<file path="config.mk">
export PLATFORM = sky130hd
export DESIGN_NAME = content_warning_pattern_scanner_core_flat
export DESIGN_NICKNAME = d
export VERILOG_FILES = /design/src/cwps_pkg.sv /design/src/cwps_if.sv /design/src/cwps_cell.sv /design/src/cwps_match.sv /design/src/content_warning_pattern_scanner_core.sv /design/src/flat_wrapper.sv
export SDC_FILE = /design/constraint.sdc
export NUM_CORES = 1
export LEC_CHECK = 0
export BUFFER_PORTS_ARGS = -buffer_cell sky130_fd_sc_hd__buf_2
export CORE_MARGIN = 5
export CORE_UTILIZATION = 50
export DETAILED_ROUTE_END_ITERATION = 6
export PLACE_DENSITY = 0.68
export REMOVE_ABC_BUFFERS = 1
export SETUP_SLACK_MARGIN = 0.05
export SLEW_MARGIN = 10
export SYNTH_ARGS = -nofsm -noshare
export SYNTH_HDL_FRONTEND = slang
export SYNTH_SLANG_ARGS = --single-unit
</file>
<file path="constraint.sdc">
create_clock -name clk_i -period 10.5 [get_ports clk_i]
set_clock_uncertainty 0.15 [all_clocks]
set_input_delay 0.525 -clock clk_i [delete_from_list [all_inputs] [get_ports clk_i]]
set_output_delay 0.525 -clock clk_i [all_outputs]
set_load 0.03 [all_outputs]
</file>
<file path="src/cwps_pkg.sv">
// Package for the content warning pattern scanner: window sizes, pattern table,
// precomputed compare masks and the control struct shared by the window cells.
// No dependencies.
package cwps_pkg;

  localparam int unsigned WindowLen   = 14;
  localparam int unsigned HistLen     = WindowLen - 1;
  localparam int unsigned NumPatterns = 9;
  localparam int unsigned CountW      = 4;
  localparam int unsigned PatW        = WindowLen * 8;

  // Pattern text, right-aligned: the last pattern byte sits in bits [7:0].
  // Regex-looking entries are matched literally, backslash included.
  localparam logic [PatW-1:0] PatText [NumPatterns] = '{
    PatW'("rm -rf /"),
    PatW'("rm -rf /*"),
    PatW'("curl.*\\|.*bash"),
    PatW'("wget.*\\|.*sh"),
    PatW'("eval("),
    PatW'(":(){:|:&};:"),
    PatW'("chmod 777"),
    PatW'("mkfs"),
    PatW'("> /dev/")
  };

  localparam int unsigned PatLen [NumPatterns] = '{8, 9, 14, 12, 5, 11, 9, 4, 7};

  // Window byte j (0 = newest) takes part in the compare when j < len.
  function automatic logic [WindowLen-1:0] byte_mask(int unsigned len);
    logic [WindowLen-1:0] m;
    m = '0;
    for (int unsigned j = 0; j < WindowLen; j++) begin
      if (j < len) m[j] = 1'b1;
    end
    return m;
  endfunction

  // History cell i (HistLen-1 = newest) must hold a valid byte for a match.
  function automatic logic [HistLen-1:0] hist_mask(int unsigned len);
    logic [HistLen-1:0] m;
    m = '0;
    for (int unsigned i = 0; i < HistLen; i++) begin
      if (i + len > HistLen) m[i] = 1'b1;
    end
    return m;
  endfunction

  // Shift/clear control handed to every window cell.
  typedef struct packed {
    logic shift;
    logic clear;
  } cell_ctrl_t;

  // Result of one scanned text.
  typedef struct packed {
    logic [NumPatterns-1:0] hits;
    logic [CountW-1:0]      count;
  } scan_result_t;

endpackage

</file>
<file path="src/cwps_if.sv">
// Stream interfaces of the pattern scanner: text input and result output.
// Depends on cwps_pkg for widths.
interface cwps_in_if;
  logic       valid;
  logic       ready;
  logic [7:0] text_byte;
  logic       byte_present;
  logic       end_of_text;

  modport source (output valid, text_byte, byte_present, end_of_text, input ready);
  modport sink   (input valid, text_byte, byte_present, end_of_text, output ready);
endinterface

interface cwps_out_if;
  logic                              valid;
  logic                              ready;
  logic [cwps_pkg::NumPatterns-1:0]  pattern_hits;
  logic [cwps_pkg::CountW-1:0]       hit_count;

  modport source (output valid, pattern_hits, hit_count, input ready);
  modport sink   (input valid, pattern_hits, hit_count, output ready);
endinterface

</file>
<file path="src/cwps_cell.sv">
// One window cell: holds a folded text byte and its valid bit, takes its
// neighbor's byte on each shift. Depends on cwps_pkg.
module cwps_cell (
  input  logic                 clk_i,
  input  logic                 rst_ni,
  input  cwps_pkg::cell_ctrl_t ctrl_i,
  input  logic [7:0]           byte_i,
  input  logic                 valid_i,
  output logic [7:0]           byte_o,
  output logic                 valid_o
);

  logic [7:0] byte_q, byte_d;
  logic       valid_q, valid_d;

  // Clear wins over shift: the end-of-text beat scans first, then empties the window
  always_comb begin
    byte_d  = byte_q;
    valid_d = valid_q;
    if (ctrl_i.clear) begin
      byte_d  = '0;
      valid_d = 1'b0;
    end else if (ctrl_i.shift) begin
      byte_d  = byte_i;
      valid_d = valid_i;
    end
  end

  always_ff @(posedge clk_i or negedge rst_ni) begin
    if (!rst_ni) begin
      byte_q  <= '0;
      valid_q <= 1'b0;
    end else begin
      byte_q  <= byte_d;
      valid_q <= valid_d;
    end
  end

  assign byte_o  = byte_q;
  assign valid_o = valid_q;

endmodule

</file>
<file path="src/cwps_match.sv">
// Parallel pattern compare over the window, sticky hit flags and hit count.
// Depends on cwps_pkg.
module cwps_match (
  input  logic                                           clk_i,
  input  logic                                           rst_ni,
  input  logic [cwps_pkg::WindowLen-1:0][7:0]            win_i,
  input  logic [cwps_pkg::HistLen-1:0]                   hist_valid_i,
  input  cwps_pkg::cell_ctrl_t                           ctrl_i,
  output cwps_pkg::scan_result_t                         result_o
);

  logic [cwps_pkg::NumPatterns-1:0] flags_q, flags_d, hit;
  logic [cwps_pkg::CountW-1:0]      cnt;

  // One comparator per pattern; a pattern ends at the newest byte
  always_comb begin
    for (int unsigned k = 0; k < cwps_pkg::NumPatterns; k++) begin
      logic [cwps_pkg::WindowLen-1:0] bmask;
      logic [cwps_pkg::HistLen-1:0]   hmask;
      logic                           same;
      bmask = cwps_pkg::byte_mask(cwps_pkg::PatLen[k]);
      hmask = cwps_pkg::hist_mask(cwps_pkg::PatLen[k]);
      same  = (cwps_pkg::PatLen[k] != 0) && (cwps_pkg::PatLen[k] <= cwps_pkg::WindowLen);
      for (int unsigned j = 0; j < cwps_pkg::WindowLen; j++) begin
        if (bmask[j] && (win_i[j] != cwps_pkg::PatText[k][j*8 +: 8])) same = 1'b0;
      end
      // enough valid history bytes for this pattern
      if ((hist_valid_i & hmask) != hmask) same = 1'b0;
      hit[k] = ctrl_i.shift && same;
    end
  end

  // Flags including this beat's hits
  always_comb begin
    flags_d = flags_q | hit;
    cnt     = '0;
    for (int unsigned k = 0; k < cwps_pkg::NumPatterns; k++) begin
      cnt = cnt + cwps_pkg::CountW'(flags_d[k]);
    end
  end

  always_ff @(posedge clk_i or negedge rst_ni) begin
    if (!rst_ni) begin
      flags_q <= '0;
    end else if (ctrl_i.clear) begin
      flags_q <= '0;
    end else begin
      flags_q <= flags_d;
    end
  end

  assign result_o.hits  = flags_d;
  assign result_o.count = cnt;

endmodule

</file>
<file path="src/content_warning_pattern_scanner_core.sv">
// Top level of the content warning pattern scanner: window cell chain,
// pattern matcher and result register. Depends on cwps_pkg, cwps_if,
// cwps_cell and cwps_match.
//
// Usage: text enters on in_i one byte per beat (valid/ready). byte_present
// marks a real byte; end_of_text closes the text. Bytes are folded to lower
// case and shifted through a chain of 13 window cells; each beat compares the
// window ending at the new byte against nine fixed patterns in parallel and
// sets sticky hit flags. On the end-of-text beat the flags and their count are
// loaded into the output register and all state is cleared.
// Throughput: one beat per cycle while the result register is not stalled.
// A result is registered and is valid on out_o the cycle after its
// end-of-text beat. Beats without end_of_text give no result.
// Stall: the result register holds its beat until out_o.ready; while it is
// full and not taken, in_i.ready is low, otherwise input flows every cycle.
// Reset: asynchronous, active low; clears window, flags and output valid.
module content_warning_pattern_scanner_core (
  input logic         clk_i,
  input logic         rst_ni,
  cwps_in_if.sink     in_i,
  cwps_out_if.source  out_o
);

  localparam int unsigned HL = cwps_pkg::HistLen;

  logic                                 in_accept;
  logic [7:0]                           folded;
  cwps_pkg::cell_ctrl_t                 ctrl;
  logic [HL-1:0][7:0]                   hist_byte;
  logic [HL-1:0]                        hist_valid;
  logic [cwps_pkg::WindowLen-1:0][7:0]  win;
  cwps_pkg::scan_result_t               result;

  logic                                 out_valid_q, out_valid_d;
  cwps_pkg::scan_result_t               out_data_q, out_data_d;

  assign in_i.ready = out_o.ready || !out_valid_q;
  assign in_accept  = in_i.valid && in_i.ready;

  // Fold A-Z to lower case
  always_comb begin
    folded = in_i.text_byte;
    if ((in_i.text_byte >= 8'h41) && (in_i.text_byte <= 8'h5A)) begin
      folded = in_i.text_byte + 8'h20;
    end
  end

  assign ctrl.shift = in_accept && in_i.byte_present;
  assign ctrl.clear = in_accept && in_i.end_of_text;

  // Window cell chain; the last cell takes the new byte
  for (genvar i = 0; i < HL; i++) begin : g_cell
    logic [7:0] nb;
    logic       nv;
    if (i == HL - 1) begin : g_head
      assign nb = folded;
      assign nv = 1'b1;
    end else begin : g_body
      assign nb = hist_byte[i+1];
      assign nv = hist_valid[i+1];
    end
    cwps_cell u_cell (
      .clk_i   (clk_i),
      .rst_ni  (rst_ni),
      .ctrl_i  (ctrl),
      .byte_i  (nb),
      .valid_i (nv),
      .byte_o  (hist_byte[i]),
      .valid_o (hist_valid[i])
    );
  end

  // Window seen by the matcher: index 0 is the incoming byte
  always_comb begin
    win[0] = folded;
    for (int unsigned j = 1; j < cwps_pkg::WindowLen; j++) begin
      win[j] = hist_byte[HL-j];
    end
  end

  cwps_match u_match (
    .clk_i        (clk_i),
    .rst_ni       (rst_ni),
    .win_i        (win),
    .hist_valid_i (hist_valid),
    .ctrl_i       (ctrl),
    .result_o     (result)
  );

  // Result register
  always_comb begin
    out_valid_d = out_valid_q;
    out_data_d  = out_data_q;
    if (ctrl.clear) begin
      out_valid_d = 1'b1;
      out_data_d  = result;
    end else if (out_o.ready) begin
      out_valid_d = 1'b0;
    end
  end

  always_ff @(posedge clk_i or negedge rst_ni) begin
    if (!rst_ni) begin
      out_valid_q <= 1'b0;
    end else begin
      out_valid_q <= out_valid_d;
    end
  end

  always_ff @(posedge clk_i) begin
    out_data_q <= out_data_d;
  end

  assign out_o.valid        = out_valid_q;
  assign out_o.pattern_hits = out_data_q.hits;
  assign out_o.hit_count    = out_data_q.count;

endmodule

</file>
<file path="src/flat_wrapper.sv">
// flat-port wrapper written by rule: the top's interface ports become plain ports
module content_warning_pattern_scanner_core_flat 
  (clk_i, rst_ni, in_i_valid, in_i_text_byte, in_i_byte_present, in_i_end_of_text, in_i_ready, out_o_valid, out_o_pattern_hits, out_o_hit_count, out_o_ready);
  cwps_in_if in_i_i ();
  cwps_out_if out_o_i ();
  input logic clk_i;
  input logic rst_ni;
  input wire logic [$bits(in_i_i.valid)-1:0] in_i_valid;
  input wire logic [$bits(in_i_i.text_byte)-1:0] in_i_text_byte;
  input wire logic [$bits(in_i_i.byte_present)-1:0] in_i_byte_present;
  input wire logic [$bits(in_i_i.end_of_text)-1:0] in_i_end_of_text;
  output wire logic [$bits(in_i_i.ready)-1:0] in_i_ready;
  output wire logic [$bits(out_o_i.valid)-1:0] out_o_valid;
  output wire logic [$bits(out_o_i.pattern_hits)-1:0] out_o_pattern_hits;
  output wire logic [$bits(out_o_i.hit_count)-1:0] out_o_hit_count;
  input wire logic [$bits(out_o_i.ready)-1:0] out_o_ready;
  assign in_i_i.valid = in_i_valid;
  assign in_i_i.text_byte = in_i_text_byte;
  assign in_i_i.byte_present = in_i_byte_present;
  assign in_i_i.end_of_text = in_i_end_of_text;
  assign in_i_ready = in_i_i.ready;
  assign out_o_valid = out_o_i.valid;
  assign out_o_pattern_hits = out_o_i.pattern_hits;
  assign out_o_hit_count = out_o_i.hit_count;
  assign out_o_i.ready = out_o_ready;
  content_warning_pattern_scanner_core u_core (.clk_i(clk_i), .rst_ni(rst_ni), .in_i(in_i_i), .out_o(out_o_i));
endmodule
</file>
==> results by group <==
Pwr
  – Sequential Power Share: about 48%
  – Power share of the combinational group: about 4.8%
  – Power per cell area: ~170 mW/mm^2
  – Sw Ratio: 24.5%
  – Switching pwr: 289 uW
  – Worst vdd ir: roughly 0.00012 V
  – Internal Power: around 890 uW
  – Clk network pwr share: a little under half
  – Leakage Power: 3.20 nW

Clock tree
  – CTS tree: done
  – CTS Sinks: 140
  – Post-CTS Hold Buffers: 0
  – Postcts setup bufs: 0
  – CTS Buffer Depth: 2
  – PostCTS Resize Cnt: 0
  – Clock slew seen by the registers of the worst setup and hold paths: about 0.06 ns
  – Clk_lat worst skew: ~0.42 ns
  – Clock Tree Root: clkbuf_16
  – CTS buffer count: 17
  – CTS H-tree depth: 4

Synth
  – Synth Area in Adders: under 10%
  – Synth async-reset ratio: 90.7%
  – Cell area after synthesis: around 0.0063 mm^2
  – Post-Synthesis Cells: between 500 and 600
  – Main combinational cell family by area after synthesis: simple AND/OR/NAND/NOR gates
  – XOR/XNOR Fraction of Synth Area: less than 1%
  – Complex-gate fraction of the synthesized area: between 10% and 20%
  – Synth warnings: 0
  – Avg Synthesized Cell Area: 12.4 um^2
  – Simple-gate area share of the yosys netlist: a little under a fifth
  – Part of the Yosys area used for sequential elements: a little under three fifths
  – Post-synthesis mux area share: 0%
  – Post-synth cell types: 48
  – #FFs+latches synth: 140
  – Post-synth EDFFs: 13
  – Ys flop type: dfrtp_1

Setup path
  – CP endpoint kind: flip-flop
  – Critical path fanouts, max: 6
  – Crit Reg-Reg Startpoint: u_core.g_cell[9].u_cell.byte_o[0]
  – Crit path DAT: between 5 and 6 ns
  – CP required: around 11 ns
  – Worst setup path class: flip-flop to flip-flop
  – R2R Setup Slk: about 5.3 ns
  – Worst Setup SP: u_core.g_cell[9].u_cell.byte_o[0]
  – Worst setup SP type: flip-flop

Final layout
  – Layout Utilization: between 50% and 60%
  – Nets: around 550
  – Area grow syn2layout: 13.3%
  – Post-Layout Inst Area: 0.00708 mm^2
  – Share of cells above drive strength 1: ~15%
  – Ant. Diodes: 0
  – Final Non-Filler Cells: between 700 and 800

Place
  – GP Congestion: roughly 0.96
  – I/O Buffers: 28
  – Post-Place Cell Area: about 0.0065 mm^2
  – Post-Place Cells: 677
  – Final HPWL DP: about 12 mm

Timing
  – Final Max Slew Viols: 0
  – Final setup viols: 0
  – Worst slew pin tran: between 1 and 1.5 ns
  – Hold Vio Cnt, Final: 4
  – Final critical-path share of the clock period: between 40 and 50%
  – RSZ-0062 raised after global routing: false
  – Setup TNS: 0 ns
  – FMAX: between 150 and 200 MHz
  – Final min period: 5.15 ns
  – Final hold slack: -0.00833 ns
  – Slew margin rel.: 16.5%

Detailed routing
  – Residual DRC: 0
  – Iteration-0 DRC Markers: between 400 and 500
  – Vias/cell: about 6.4
  – Drt pass-1 iters: 5
  – Vias: 4560
  – Remaining antenna violation count: 0
  – Final WL: ~17 mm
  – Wire length per cell: roughly 24 um

Floorplan
  – Chip height: about 120 um
  – Chip width: between 100 and 150 um
  – Die area: approximately 0.015 mm^2
  – Top Ports: 29
  – Core Area: around 0.012 mm^2
  – Number of cell rows: 40
  – Initial Utilization: between 50% and 60%

Worst hold path
  – Worst Hold Class: input pin to asynchronous set/reset pin

Global route
  – Initial antenna violation count: 0
  – Remaining global-route overflow: 0
  – Largest net degree at the start of global routing: ~120
  – Vias in the first global route: between 4000 and 5000
  – Total GRT Usage: roughly 24%
  – First-pass GRT wire length: between 20 and 30 mm

Outcome
  – Run status: finished with violations
  – Failing checks: negative hold slack

Job
  – # Max-Cap Violations: 0
==> synth_stat cells, types with 11 or more instances <==
master,instances,area [um^2]
dfrtp_1,127,3180
a22o_1,113,990
nand2_1,24,90.1
nor3_1,24,120
clkbuf_1,18,67.6
nor2_1,16,60.1
edfxtp_1,13,390
nand2b_1,13,81.3
nor4_1,13,81.3
nand4b_1,11,96.3
==> worst paths after layout <==
kind                                                      to  cells past startpoint
max in group asynchronous          u_core.u_match.flags_q[0]                      2
max reg2reg                        u_core.out_o.hit_count[2]                     14
min                        u_core.g_cell[4].u_cell.byte_o[7]                      1
max                                u_core.out_o.hit_count[2]                     14
min reg2reg                  u_core.g_cell[0].u_cell.valid_o                      1
min in group clk_i                        u_core.out_o.valid                      3
==> kinds of logic (layout without fill, tap and decap cells) <==
logic type      Yosys count  after routing
simple gates            184            184
flops                   140            140
compound gates          131            131
buf+inv                  38             73
fa+ha+maj                12             12
xor+xnor                  1              1
==> cells in the final DEF (no fill, tap or decap), types with 10 or more instances in the layout <==
master,synthesis,final
a22o_1,113,113
buf_2,10,27
clkbuf_16,0,18
dfrtp_1,127,127
edfxtp_1,13,13
inv_1,10,10
nand2_1,24,24
nand2b_1,13,13
nand3_1,10,10
nand4b_1,11,11
nor2_1,16,15
nor3_1,24,24
nor4_1,13,13
==> metrics by stage <==
step | total power [mW] | worst slack (ns)
final | 1.18 | 5.35
after global routing | 1.22 | 5.21
after CTS | 1.19 | 5.40
after detailed placement | 0.632 | 5.24
after global placement | 0.631 | 5.33
after floorplan | 0.600 | 4.71
==> power groups by stage <==
stage	combinational, mW	clock [mW]	sequential, mW
finish	0.0571	0.557	0.565
global route	0.0634	0.588	0.566
CTS	0.0579	0.564	0.564
detailed placement	0.0578	0	0.574
global placement	0.0564	0	0.575
floorplan	0.0273	0	0.573
==> area by class of cell <==
cell class                 instances  area (um^2)
clock buffer                      20          468
clock inverter                    12         86.3
fill                             987         5030
inverter                          10         37.5
multi-input combinational        328         2540
sequential                       140         3570
tap                              168          210
timing repair buffer              31          165
==> state kept, by name, indices dropped and copies added (netlist names) <==
signal and flops:
u_core.g_cell.u_cell.byte_o 104, u_core.out_o.valid 1, u_core.g_cell.u_cell.valid_o 13, u_core.out_o.hit_count 4, u_core.u_match.flags_q 9, u_core.out_o.pattern_hits 9
==> layer usage <==
metal | vias to the layer above | part of all wire (%) | wire length (um) | global-route usage, %
li1 | 2030 | - | - | -
met1 | 2350 | 45 | 7670 | 34.7
met2 | 157 | 48 | 8210 | 37.9
met3 | 23 | 5.5 | 946 | 4.41
met4 | 0 | 1.7 | 285 | 8.26
met5 | - | 0 | 0 | 0
==> critical path, cell delays in order (launching register included) <==
cell      delay (ns)
dfrtp_1         0.57
nand4b_1        0.14
or4b_2          0.71
nor4_1          0.41
a41o_1          0.29
ha_1            0.26
fa_1            0.51
fa_1            0.55
inv_1           0.06
fa_1            0.46
inv_1           0.07
ha_1            0.16
inv_1           0.06
fa_1            0.39
xnor2_1         0.13
Power figures use the tool's default switching activity.
